$ cat src/sv/bsr_pkg.sv
// Package of the bridge converter serial reader: sizes, codes, record types
// and small helper functions. Depends on nothing; every other file imports it.
`default_nettype none

package bsr_pkg;

  // Converter word and averaging limits.
  localparam int unsigned SAMPLE_BITS = 24;
  localparam int unsigned MAX_AVERAGE = 64;
  localparam int unsigned BIT_CNT_W   = $clog2(SAMPLE_BITS + 1);

  // Fixed field widths of the ports.
  localparam int unsigned AVG_W    = 7;
  localparam int unsigned SUM_W    = 32;
  localparam int unsigned VALUE_W  = 24;
  localparam int unsigned NET_W    = 25;
  localparam int unsigned SCALE_W  = 32;
  localparam int unsigned UNITS_W  = 32;
  localparam int unsigned FRAC_BITS = 16;
  localparam int unsigned PROD_W   = NET_W + SCALE_W;
  localparam int unsigned SHIFT_W  = PROD_W - FRAC_BITS;
  localparam int unsigned REM_W    = AVG_W + 1;
  localparam int unsigned DIV_CNT_W = $clog2(SUM_W);
  localparam int unsigned CFG_DATA_W = 32;

  // Queue between the front and back ends.
  localparam int unsigned FIFO_DEPTH = 4;
  localparam int unsigned FIFO_PTR_W = $clog2(FIFO_DEPTH);

  typedef enum logic [1:0] {
    REQ_TICK   = 2'd0,
    REQ_TARE   = 2'd1,
    REQ_OFFSET = 2'd2,
    REQ_NOP    = 2'd3
  } req_e;

  typedef enum logic [1:0] {
    CFG_GAIN  = 2'd0,
    CFG_AVG   = 2'd1,
    CFG_SCALE = 2'd2,
    CFG_PDOWN = 2'd3
  } cfg_idx_e;

  typedef enum logic [1:0] {
    GAIN_128     = 2'd0,
    GAIN_64      = 2'd1,
    GAIN_32      = 2'd2,
    GAIN_128_ALT = 2'd3
  } gain_e;

  typedef enum logic [1:0] {
    PH_IDLE = 2'd0,
    PH_DATA = 2'd1,
    PH_GAIN = 2'd2
  } phase_e;

  typedef enum logic [2:0] {
    BK_IDLE = 3'd0,
    BK_DIV  = 3'd1,
    BK_SIGN = 3'd2,
    BK_NET  = 3'd3,
    BK_MUL  = 3'd4,
    BK_OUT  = 3'd5
  } back_state_e;

  typedef struct packed {
    gain_e                     gain;
    logic [AVG_W-1:0]          avg_count;
    logic signed [SCALE_W-1:0] recip_scale;
    logic                      standby;
  } cfg_t;

  // One classified item as handed from the front end to the back end.
  typedef struct packed {
    logic               sck;
    logic               seen;
    logic               avg_done;
    logic               tare;
    logic               load_offset;
    logic [VALUE_W-1:0] offset;
    logic [SUM_W-1:0]   sum;
    logic [AVG_W-1:0]   count;
  } rec_t;

  // Number of trailing clock pulses that select the next gain.
  function automatic logic [1:0] extra_pulses(gain_e g);
    logic [1:0] n;
    unique case (g)
      GAIN_64:      n = 2'd3;
      GAIN_32:      n = 2'd2;
      GAIN_128,
      GAIN_128_ALT: n = 2'd1;
      default:      n = 2'd1;
    endcase
    return n;
  endfunction

  // Averaging count limited to the range 1 to MAX_AVERAGE.
  function automatic logic [AVG_W-1:0] clamp_avg(logic [AVG_W-1:0] a);
    logic [AVG_W-1:0] r;
    priority if (a == '0) begin
      r = AVG_W'(1);
    end else if (a > AVG_W'(MAX_AVERAGE)) begin
      r = AVG_W'(MAX_AVERAGE);
    end else begin
      r = a;
    end
    return r;
  endfunction

endpackage

`default_nettype wire

$ cat src/sv/bridge_adc_serial_reader.sv
// Top level of the bridge converter serial reader: configuration registers,
// front end, item queue and back end. Depends on bsr_pkg, bsr_front,
// bsr_fifo and bsr_back.
`default_nettype none

// The reader is advanced one converter clock tick per input transfer. A tick
// request steps the two-wire sequence: wait in idle for the data line to go
// low, give a clock pulse per data bit (a high tick, then a low tick on which
// the data bit is taken, most significant bit first), then one to three extra
// pulses that choose the next gain. Completed samples are summed; once the set
// count is reached the sum is divided, truncating toward zero, into the
// average, the stored offset is subtracted into the net value, and the net
// value is multiplied by the Q16.16 reciprocal scale, floored and saturated
// into the units value. Every input transfer gives exactly one result
// transfer. A tare request stores the next average as the offset, and an
// offset request loads the offset directly without a tick. Setting the
// standby register drives the clock line high and drops any read in progress.
// Rate: the front end takes one transfer per cycle while the four-entry
// queue has room. The back end takes one item at a time: the 32-step serial
// divider and sign state for an item completing an average, then the net,
// product and output states; the result then waits in the output register
// while the queue keeps taking transfers. The user must write configuration
// only while the reader has no result outstanding; this is not enforced.
module bridge_adc_serial_reader (
  input  wire logic                                 clk_i,
  input  wire logic                                 rst_ni,
  // Configuration write port.
  input  wire logic                                 cfg_we_i,
  input  wire logic [1:0]                           cfg_idx_i,
  input  wire logic [bsr_pkg::CFG_DATA_W-1:0]       cfg_wdata_i,
  // Input queue side.
  input  wire logic                                 push_i,
  output logic                                      full_o,
  input  wire logic [1:0]                           req_type_i,
  input  wire logic                                 dout_level_i,
  input  wire logic signed [bsr_pkg::VALUE_W-1:0]   new_offset_i,
  // Result queue side.
  output logic                                      empty_o,
  input  wire logic                                 pop_i,
  output logic                                      sck_level_o,
  output logic                                      conversion_seen_o,
  output logic                                      average_valid_o,
  output logic signed [bsr_pkg::VALUE_W-1:0]        average_value_o,
  output logic signed [bsr_pkg::NET_W-1:0]          net_value_o,
  output logic signed [bsr_pkg::UNITS_W-1:0]        units_value_o
);
  import bsr_pkg::*;

  cfg_t cfg_q;
  rec_t front_rec;
  rec_t fifo_rec;
  logic accept;
  logic fifo_empty;
  logic fifo_rd;

  assign accept = push_i && !full_o;

  // Configuration registers; an index beyond the list changes nothing as all
  // four codes are in use.
  always_ff @(posedge clk_i or negedge rst_ni) begin
    if (!rst_ni) begin
      cfg_q.gain        <= GAIN_128;
      cfg_q.avg_count   <= AVG_W'(1);
      cfg_q.recip_scale <= SCALE_W'(65536);
      cfg_q.standby     <= 1'b0;
    end else if (cfg_we_i) begin
      unique case (cfg_idx_e'(cfg_idx_i))
        CFG_GAIN:  cfg_q.gain        <= gain_e'(cfg_wdata_i[1:0]);
        CFG_AVG:   cfg_q.avg_count   <= cfg_wdata_i[AVG_W-1:0];
        CFG_SCALE: cfg_q.recip_scale <= cfg_wdata_i[SCALE_W-1:0];
        CFG_PDOWN: cfg_q.standby     <= cfg_wdata_i[0];
        default:   cfg_q.standby     <= cfg_q.standby;
      endcase
    end
  end

  bsr_front u_front (
    .clk_i        (clk_i),
    .rst_ni       (rst_ni),
    .accept_i     (accept),
    .req_type_i   (req_type_i),
    .dout_level_i (dout_level_i),
    .new_offset_i (new_offset_i),
    .cfg_i        (cfg_q),
    .rec_o        (front_rec)
  );

  bsr_fifo u_fifo (
    .clk_i   (clk_i),
    .rst_ni  (rst_ni),
    .wr_i    (accept),
    .wdata_i (front_rec),
    .rd_i    (fifo_rd),
    .rdata_o (fifo_rec),
    .full_o  (full_o),
    .empty_o (fifo_empty)
  );

  bsr_back u_back (
    .clk_i             (clk_i),
    .rst_ni            (rst_ni),
    .rec_i             (fifo_rec),
    .fifo_empty_i      (fifo_empty),
    .fifo_rd_o         (fifo_rd),
    .recip_scale_i     (cfg_q.recip_scale),
    .pop_i             (pop_i),
    .empty_o           (empty_o),
    .sck_level_o       (sck_level_o),
    .conversion_seen_o (conversion_seen_o),
    .average_valid_o   (average_valid_o),
    .average_value_o   (average_value_o),
    .net_value_o       (net_value_o),
    .units_value_o     (units_value_o)
  );

  // A conversion is found only in idle, and an average completes only at the
  // end of the gain pulses, so one result never carries both.
  a_seen_not_avg : assert property (@(posedge clk_i) disable iff (!rst_ni)
    !empty_o && conversion_seen_o |-> !average_valid_o)
    else $error("conversion seen and average completed in one result");

  // Finding a conversion starts the read with the clock line low.
  a_seen_clock_low : assert property (@(posedge clk_i) disable iff (!rst_ni)
    !empty_o && conversion_seen_o |-> !sck_level_o)
    else $error("clock high on the tick that found a conversion");

  // An average completes on the low half of the last gain pulse.
  a_avg_clock_low : assert property (@(posedge clk_i) disable iff (!rst_ni)
    !empty_o && average_valid_o |-> !sck_level_o)
    else $error("clock high on the tick that completed an average");

endmodule

`default_nettype wire

$ cat src/sv/bsr_fifo.sv
// Short queue of classified items between the front and back ends.
// Depends on bsr_pkg for the record type and the depth.
`default_nettype none

module bsr_fifo (
  input  wire logic          clk_i,
  input  wire logic          rst_ni,
  input  wire logic          wr_i,
  input  bsr_pkg::rec_t      wdata_i,
  input  wire logic          rd_i,
  output bsr_pkg::rec_t      rdata_o,
  output logic               full_o,
  output logic               empty_o
);
  import bsr_pkg::*;

  rec_t                  mem_q [FIFO_DEPTH];
  logic [FIFO_PTR_W-1:0] wr_ptr_q, wr_ptr_d;
  logic [FIFO_PTR_W-1:0] rd_ptr_q, rd_ptr_d;
  logic [FIFO_PTR_W:0]   cnt_q, cnt_d;
  logic                  do_wr, do_rd;

  assign full_o  = (cnt_q == (FIFO_PTR_W + 1)'(FIFO_DEPTH));
  assign empty_o = (cnt_q == '0);
  assign do_wr   = wr_i && !full_o;
  assign do_rd   = rd_i && !empty_o;
  assign rdata_o = mem_q[rd_ptr_q];

  always_comb begin
    wr_ptr_d = do_wr ? wr_ptr_q + 1'b1 : wr_ptr_q;
    rd_ptr_d = do_rd ? rd_ptr_q + 1'b1 : rd_ptr_q;
    cnt_d    = cnt_q;
    if (do_wr && !do_rd) begin
      cnt_d = cnt_q + 1'b1;
    end else if (!do_wr && do_rd) begin
      cnt_d = cnt_q - 1'b1;
    end
  end

  always_ff @(posedge clk_i or negedge rst_ni) begin
    if (!rst_ni) begin
      wr_ptr_q <= '0;
      rd_ptr_q <= '0;
      cnt_q    <= '0;
    end else begin
      wr_ptr_q <= wr_ptr_d;
      rd_ptr_q <= rd_ptr_d;
      cnt_q    <= cnt_d;
    end
  end

  always_ff @(posedge clk_i) begin
    if (do_wr) begin
      mem_q[wr_ptr_q] <= wdata_i;
    end
  end

endmodule

`default_nettype wire

$ cat src/sv/bsr_front.sv
// Front end: takes each request, runs the two-wire read sequence and the
// sample accumulation, and emits one classified record. Depends on bsr_pkg.
`default_nettype none

module bsr_front (
  input  wire logic                         clk_i,
  input  wire logic                         rst_ni,
  input  wire logic                         accept_i,
  input  wire logic [1:0]                   req_type_i,
  input  wire logic                         dout_level_i,
  input  wire logic [bsr_pkg::VALUE_W-1:0]  new_offset_i,
  input  bsr_pkg::cfg_t                     cfg_i,
  output bsr_pkg::rec_t                     rec_o
);
  import bsr_pkg::*;

  phase_e                 phase_q, phase_d;
  logic [BIT_CNT_W-1:0]   bit_cnt_q, bit_cnt_d;
  logic                   clk_high_q, clk_high_d;
  logic [SAMPLE_BITS-1:0] shift_q, shift_d;
  logic [1:0]             pulse_q, pulse_d;
  logic [SUM_W-1:0]       sum_q, sum_d;
  logic [AVG_W-1:0]       scnt_q, scnt_d;
  logic                   tare_q, tare_d;

  req_e                   req;
  logic                   tick;
  logic                   bit_last;
  logic                   pulse_last;
  logic [SUM_W-1:0]       sum_inc;
  logic [AVG_W-1:0]       cnt_inc;

  assign req        = req_e'(req_type_i);
  assign tick       = accept_i && ((req == REQ_TICK) || (req == REQ_TARE));
  assign bit_last   = (bit_cnt_q == BIT_CNT_W'(SAMPLE_BITS - 1));
  assign pulse_last = (({1'b0, pulse_q} + 3'd1) >= {1'b0, extra_pulses(cfg_i.gain)});
  assign sum_inc    = sum_q + {{(SUM_W - SAMPLE_BITS){shift_q[SAMPLE_BITS-1]}}, shift_q};
  assign cnt_inc    = scnt_q + 1'b1;

  // Read sequence phase.
  always_comb begin
    phase_d = phase_q;
    if (tick) begin
      if (cfg_i.standby) begin
        phase_d = PH_IDLE;
      end else begin
        unique case (phase_q)
          PH_IDLE: if (!dout_level_i) phase_d = PH_DATA;
          PH_DATA: if (clk_high_q && bit_last) phase_d = PH_GAIN;
          PH_GAIN: if (clk_high_q && pulse_last) phase_d = PH_IDLE;
          default: phase_d = PH_IDLE;
        endcase
      end
    end
  end

  // Shift, counters, accumulation and the record handed on.
  always_comb begin
    bit_cnt_d  = bit_cnt_q;
    clk_high_d = clk_high_q;
    shift_d    = shift_q;
    pulse_d    = pulse_q;
    sum_d      = sum_q;
    scnt_d     = scnt_q;
    tare_d     = tare_q;

    rec_o             = '0;
    rec_o.load_offset = accept_i && (req == REQ_OFFSET);
    rec_o.offset      = new_offset_i;
    rec_o.sum         = sum_inc;
    rec_o.count       = cnt_inc;

    if (accept_i && (req == REQ_TARE)) begin
      tare_d = 1'b1;
    end

    if (tick) begin
      if (cfg_i.standby) begin
        bit_cnt_d  = '0;
        clk_high_d = 1'b0;
        shift_d    = '0;
        pulse_d    = '0;
      end else if (phase_q == PH_IDLE) begin
        if (!dout_level_i) begin
          rec_o.seen = 1'b1;
          bit_cnt_d  = '0;
          clk_high_d = 1'b0;
          shift_d    = '0;
        end
      end else if (!clk_high_q) begin
        clk_high_d = 1'b1;
      end else if (phase_q == PH_DATA) begin
        clk_high_d = 1'b0;
        shift_d    = {shift_q[SAMPLE_BITS-2:0], dout_level_i};
        bit_cnt_d  = bit_cnt_q + 1'b1;
        if (bit_last) begin
          pulse_d = '0;
        end
      end else begin
        clk_high_d = 1'b0;
        pulse_d    = pulse_q + 1'b1;
        if (pulse_last) begin
          bit_cnt_d = '0;
          shift_d   = '0;
          pulse_d   = '0;
          if (cnt_inc >= clamp_avg(cfg_i.avg_count)) begin
            rec_o.avg_done = 1'b1;
            rec_o.tare     = tare_d;
            tare_d         = 1'b0;
            sum_d          = '0;
            scnt_d         = '0;
          end else begin
            sum_d  = sum_inc;
            scnt_d = cnt_inc;
          end
        end
      end
    end

    rec_o.sck = cfg_i.standby ? 1'b1 : clk_high_d;
  end

  always_ff @(posedge clk_i or negedge rst_ni) begin
    if (!rst_ni) begin
      phase_q    <= PH_IDLE;
      bit_cnt_q  <= '0;
      clk_high_q <= 1'b0;
      shift_q    <= '0;
      pulse_q    <= '0;
      sum_q      <= '0;
      scnt_q     <= '0;
      tare_q     <= 1'b0;
    end else begin
      phase_q    <= phase_d;
      bit_cnt_q  <= bit_cnt_d;
      clk_high_q <= clk_high_d;
      shift_q    <= shift_d;
      pulse_q    <= pulse_d;
      sum_q      <= sum_d;
      scnt_q     <= scnt_d;
      tare_q     <= tare_d;
    end
  end

endmodule

`default_nettype wire

$ cat src/sv/bsr_back.sv
// Back end: serial divide of the sample sum, offset subtraction, scale
// multiply with saturation, and the result register. Depends on bsr_pkg.
`default_nettype none

module bsr_back (
  input  wire logic                                clk_i,
  input  wire logic                                rst_ni,
  input  bsr_pkg::rec_t                            rec_i,
  input  wire logic                                fifo_empty_i,
  output logic                                     fifo_rd_o,
  input  wire logic signed [bsr_pkg::SCALE_W-1:0]  recip_scale_i,
  input  wire logic                                pop_i,
  output logic                                     empty_o,
  output logic                                     sck_level_o,
  output logic                                     conversion_seen_o,
  output logic                                     average_valid_o,
  output logic signed [bsr_pkg::VALUE_W-1:0]       average_value_o,
  output logic signed [bsr_pkg::NET_W-1:0]         net_value_o,
  output logic signed [bsr_pkg::UNITS_W-1:0]       units_value_o
);
  import bsr_pkg::*;

  back_state_e             st_q, st_d;
  rec_t                    rec_q;
  logic                    neg_q;
  logic [SUM_W-1:0]        mag_q;
  logic [REM_W-1:0]        rem_q;
  logic [DIV_CNT_W-1:0]    div_cnt_q;
  logic [VALUE_W-1:0]      last_avg_q;
  logic [VALUE_W-1:0]      offset_q;
  logic signed [NET_W-1:0] net_q;
  logic signed [PROD_W-1:0] prod_q;
  logic                    out_valid_q;

  logic                    out_free;
  logic [REM_W-1:0]        rem_sh;
  logic [REM_W:0]          trial;
  logic [REM_W-1:0]        rem_next;
  logic                    qbit;
  logic [SUM_W-1:0]        quot;
  logic [NET_W-1:0]        net_d;
  logic signed [PROD_W-1:0] net_ext, scale_ext;
  logic [SHIFT_W-1:0]      shifted;
  logic [UNITS_W-1:0]      units_d;

  assign out_free  = !out_valid_q || pop_i;
  assign empty_o   = !out_valid_q;

  // Sequencer.
  always_comb begin
    st_d = st_q;
    unique case (st_q)
      BK_IDLE: if (!fifo_empty_i) st_d = rec_i.avg_done ? BK_DIV : BK_NET;
      BK_DIV:  if (div_cnt_q == DIV_CNT_W'(SUM_W - 1)) st_d = BK_SIGN;
      BK_SIGN: st_d = BK_NET;
      BK_NET:  st_d = BK_MUL;
      BK_MUL:  st_d = BK_OUT;
      BK_OUT:  if (out_free) st_d = BK_IDLE;
      default: st_d = BK_IDLE;
    endcase
  end

  always_comb begin
    fifo_rd_o = (st_q == BK_IDLE) && !fifo_empty_i;
  end

  // One restoring divide step per cycle, then sign, net, product and clamp.
  always_comb begin
    rem_sh   = {rem_q[REM_W-2:0], mag_q[SUM_W-1]};
    trial    = {1'b0, rem_sh} - {2'b00, rec_q.count};
    qbit     = !trial[REM_W];
    rem_next = qbit ? trial[REM_W-1:0] : rem_sh;
    quot     = neg_q ? (~mag_q + 1'b1) : mag_q;

    net_d     = {last_avg_q[VALUE_W-1], last_avg_q} - {offset_q[VALUE_W-1], offset_q};
    net_ext   = {{(PROD_W - NET_W){net_q[NET_W-1]}}, net_q};
    scale_ext = {{(PROD_W - SCALE_W){recip_scale_i[SCALE_W-1]}}, recip_scale_i};

    // The arithmetic shift floors; saturate when the upper bits disagree.
    shifted = prod_q[PROD_W-1:FRAC_BITS];
    if (shifted[SHIFT_W-1:UNITS_W-1] == '0 || shifted[SHIFT_W-1:UNITS_W-1] == '1) begin
      units_d = shifted[UNITS_W-1:0];
    end else if (shifted[SHIFT_W-1]) begin
      units_d = {1'b1, {(UNITS_W - 1){1'b0}}};
    end else begin
      units_d = {1'b0, {(UNITS_W - 1){1'b1}}};
    end
  end

  always_ff @(posedge clk_i or negedge rst_ni) begin
    if (!rst_ni) begin
      st_q        <= BK_IDLE;
      out_valid_q <= 1'b0;
      last_avg_q  <= '0;
      offset_q    <= '0;
    end else begin
      st_q <= st_d;
      if (fifo_rd_o && rec_i.load_offset) begin
        offset_q <= rec_i.offset;
      end
      if (st_q == BK_SIGN) begin
        last_avg_q <= quot[VALUE_W-1:0];
        if (rec_q.tare) begin
          offset_q <= quot[VALUE_W-1:0];
        end
      end
      if (st_q == BK_OUT && out_free) begin
        out_valid_q <= 1'b1;
      end else if (pop_i) begin
        out_valid_q <= 1'b0;
      end
    end
  end

  always_ff @(posedge clk_i) begin
    if (fifo_rd_o) begin
      rec_q     <= rec_i;
      neg_q     <= rec_i.sum[SUM_W-1];
      mag_q     <= rec_i.sum[SUM_W-1] ? (~rec_i.sum + 1'b1) : rec_i.sum;
      rem_q     <= '0;
      div_cnt_q <= '0;
    end
    if (st_q == BK_DIV) begin
      mag_q     <= {mag_q[SUM_W-2:0], qbit};
      rem_q     <= rem_next;
      div_cnt_q <= div_cnt_q + 1'b1;
    end
    if (st_q == BK_NET) begin
      net_q <= net_d;
    end
    if (st_q == BK_MUL) begin
      prod_q <= net_ext * scale_ext;
    end
    if (st_q == BK_OUT && out_free) begin
      sck_level_o       <= rec_q.sck;
      conversion_seen_o <= rec_q.seen;
      average_valid_o   <= rec_q.avg_done;
      average_value_o   <= last_avg_q;
      net_value_o       <= net_q;
      units_value_o     <= units_d;
    end
  end

endmodule

`default_nettype wire
$ cat config.mk
export PLATFORM = sky130hd
export DESIGN_NAME = bridge_adc_serial_reader
export DESIGN_NICKNAME = d
export VERILOG_FILES = /design/src/sv/bsr_pkg.sv /design/src/sv/bridge_adc_serial_reader.sv /design/src/sv/bsr_fifo.sv /design/src/sv/bsr_front.sv /design/src/sv/bsr_back.sv
export SDC_FILE = /design/constraint.sdc
export NUM_CORES = 2
export LEC_CHECK = 0
export ABC_AREA = 1
export BUFFER_PORTS_ARGS = -buffer_cell sky130_fd_sc_hd__buf_2
export CAP_MARGIN = 5
export CORE_MARGIN = 1.5
export CORE_UTILIZATION = 60
export CTS_BUF_LIST = sky130_fd_sc_hd__clkbuf_2
export CTS_CLUSTER_DIAMETER = 30
export DETAILED_ROUTE_END_ITERATION = 8
export HOLD_SLACK_MARGIN = 0.03
export PLACE_DENSITY = 0.8
export SYNTH_ARGS = -nofsm -noshare
export SYNTH_HDL_FRONTEND = slang
export SYNTH_SLANG_ARGS = --single-unit
$ cat constraint.sdc
create_clock -name clk_i -period 6.33 [get_ports clk_i]
set_input_delay 0.3165 -clock clk_i [delete_from_list [all_inputs] [get_ports clk_i]]
set_output_delay 0.3165 -clock clk_i [all_outputs]
set_load 0.03 [all_outputs]
==> metrics <==
Period Utilization, post-route=105%; count of final setup violators=34; number of flops mapped to enable cells by yosys=478; worst path required time=7.57 ns; Initial Utilization=60.6%; Total Nets Final=8469; Syn Nets=7805; CP top delay family=adder cells; worst skew pair latency=1.57 ns; Mapped Area=59700 um2; Cell variety after synth=55; Root Driver=clkbuf_2; share of layout cells above drive strength 1=18.4%; RSZ-0062 raised after global routing=yes; final WL=174000 um; routed len/inst=19.8 um; Synth area leaders=fa_1 (28%), edfxtp_1 (24%), nand2_1 (9.9%); DR iter-0 viols=4914; Hold WC Path Type=in2reg; largest net degree at the start of global routing=83; clock slew at reported path FFs=0.12 ns; initial antenna violation count=6; GP Congestion=1.03; slowest stage cell, crit path=dfstp_2; Max Cap Viol=0; I/O Pins=152; fmax=151 MHz; first-pass GRT wire length=268000 um; crit path kind=reg2reg; hold slack=0.202 ns; Final Hold Viols=0; port bufs=151; Die Span X=318 um; FFs w/ async S/R, synth=26.8%; critical path arrival=7.88 ns; Synth top area share=27.6%; pre-CTS setup slack=-0.338 ns; crit-path max FO=6; gr usage total=34.0%; post-route minimum period=6.64 ns; yosys warns=0; status=finished, violations left; CORE AREA=98400 um2; GRT overflow=0; Synth Register Bits=653; synthesized instance count=6681; violated checks=negative setup slack; most used cell, CP=fa_1; cts bufs inserted=173; Num Clock Sinks=653; Max Slew Vio Count=0; Vias=49000; CP peak stage delay=0.60 ns; Worst setup SP type=register; leading area contributor after synthesis=fa_1; H-Tree Level Count=4; final instance area=70600 um2; register area share after synthesis=31.4%; placed cell areas=64700 um2; DRC=0; Main synth FF type=edfxtp_1; Slew @ Worst Pin=1.14 ns; Rel. slew slack=24.0%; P&R area growth vs syn=18.3%; Clock Skew=0.229 ns; ANT nets after route=0; TNS Setup=-5.83 ns; row count=115; vias in the first global route=50800; die span in y=318 um; CP endpoint kind=register; Final HPWL DP=128000 um; worst setup margin=-0.308 ns; clk buf depth=3; drt pass-1 iters=6; die area=101000 um2; mean post-synth cell area=8.93 um2; count of buffer and inverter cells on the critical path=10; vias per cell=5.58; CTS tree=done
[synth_stat cells, drive strengths merged, types with 13 or more instances]
cell type	count
o22ai	53
edfxtp	478
nor3	38
ha	235
dfrtp	173
nand4	33
o21ai	308
mux2	26
inv	1565
or2	13
a31oi	14
nand2	1588
o211ai	17
a21oi	186
nor4	13
o21bai	15
xor2	83
xnor2	48
fa	823
nor2	388
nand3	223
buf	52
a21o	20
clkbuf	215
[worst min-delay path, delay by kind of cell]
family                 cells  cell delay, ns
AO/OA/AOI/OAI              1            0.16
buffers and inverters      4            1.23
[kinds of logic (layout without fill, tap and decap cells)]
family          after synthesis  after routing  synth area share [%]
fa+ha+maj                  1058           1058                  32.5
flops                       653            653                  31.4
mux                          26             26                 0.491
simple gates               2323           2323                  15.8
other cells                   0              8                     0
compound gates              654            654                  6.06
xor+xnor                    131            131                  1.92
buf+inv                    1836           2641                  11.8
[through the flow]
step                      util (%)  std cells
final                         71.7       8781
after global routing          71.7       8777
after CTS                     69.9       8741
after detailed placement      65.7       8257
after global placement        65.7       8257
after floorplan                  -       6681
[layer usage]
layer / wire, um / up-vias / share of wire [%] / track usage [%]
li1: - / 21700 / - / -
met1: 63100 / 23800 / 36 / 41.9
met2: 84900 / 2809 / 49 / 57.8
met3: 15600 / 653 / 9.0 / 5.51
met4: 10400 / 4 / 6.0 / 18.4
met5: 30 / - / 0.017 / 0
[state kept, by name, summed over array words and instances (netlist names), 3 cells and up]
register	count
u_back.offset_q	24
u_fifo.cnt_q	3
u_back.net_q	25
u_back.rec_q	11
u_back.rem_q	7
u_back.prod_q	41
u_back.net_value_o	25
u_front.bit_cnt_q	5
u_fifo.mem_q	272
u_back.average_value_o	24
u_front.scnt_q	7
u_front.sum_q	32
u_back.st_q	3
u_back.units_value_o	32
u_back.div_cnt_q	5
u_back.last_avg_q	24
cfg_q	42
u_front.shift_q	24
u_back.mag_q	32
[area by class of cell]
| class | instances | area, um2 |
|---|---|---|
| antenna | 8 | 20.0 |
| clock buffer | 241 | 1210 |
| clock inverter | 75 | 543 |
| fill | 6851 | 27900 |
| inverter | 1569 | 5910 |
| multi-input combinational | 4192 | 35900 |
| sequential | 653 | 18800 |
| tap | 1287 | 1610 |
| timing repair buffer | 756 | 6580 |
[path summary, 6_finish.rpt]
| check | start | to | slack, ns | cells past startpoint |
|---|---|---|---|---|
| max | cfg_q[17]$_DFFE_PN1P_ | u_back.prod_q[37]$_DFFE_PP_ | -0.31 | 26 |
| min | cfg_wdata_i[0] | cfg_q[1]$_DFFE_PN0P_ | 0.20 | 5 |
| max reg2reg | cfg_q[17]$_DFFE_PN1P_ | u_back.prod_q[37]$_DFFE_PP_ | -0.31 | 26 |
| min reg2reg | u_fifo.mem_q[0][6]$_DFFE_PP_ | u_back.rec_q[6]$_DFFE_PP_ | 0.40 | 2 |
| max in group asynchronous | rst_ni | cfg_q[32]$_DFFE_PN0P_ | 4.50 | 6 |
| min in group asynchronous | rst_ni | u_front.sum_q[28]$_DFFE_PN0P_ | 0.43 | 5 |
[cells in the final DEF, fill, tap and decap left out, types with 37 or more instances in the layout]
cell type      instances
clkbuf_2             241
clkinv_1              40
nor2_4                51
nor2_1               284
nand2_1             1513
buf_12                54
dlygate4sd3_1        163
o21ai_0              267
buf_4                350
edfxtp_1             478
o22ai_1               53
nand3_1              202
dfrtp_1              163
a21oi_1              142
nor2_2                52
ha_1                 197
buf_2                150
inv_1               1490
nand2_2               55
xor2_1                74
ha_4                  37
xnor2_1               47
inv_2                 73
fa_1                 791
[timing repair]
action,in CTS,in global routing
hold buffers,164,0
cloned,0,2
endpoints found under the setup margin,38,40
pin swaps,27,142
resized for setup,188,392
setup buffers,4,32
hold endpoints to repair,521,0
Power is not shown: default switching activity piles up to over one toggle a cycle in this logic, so the estimate is an artifact.
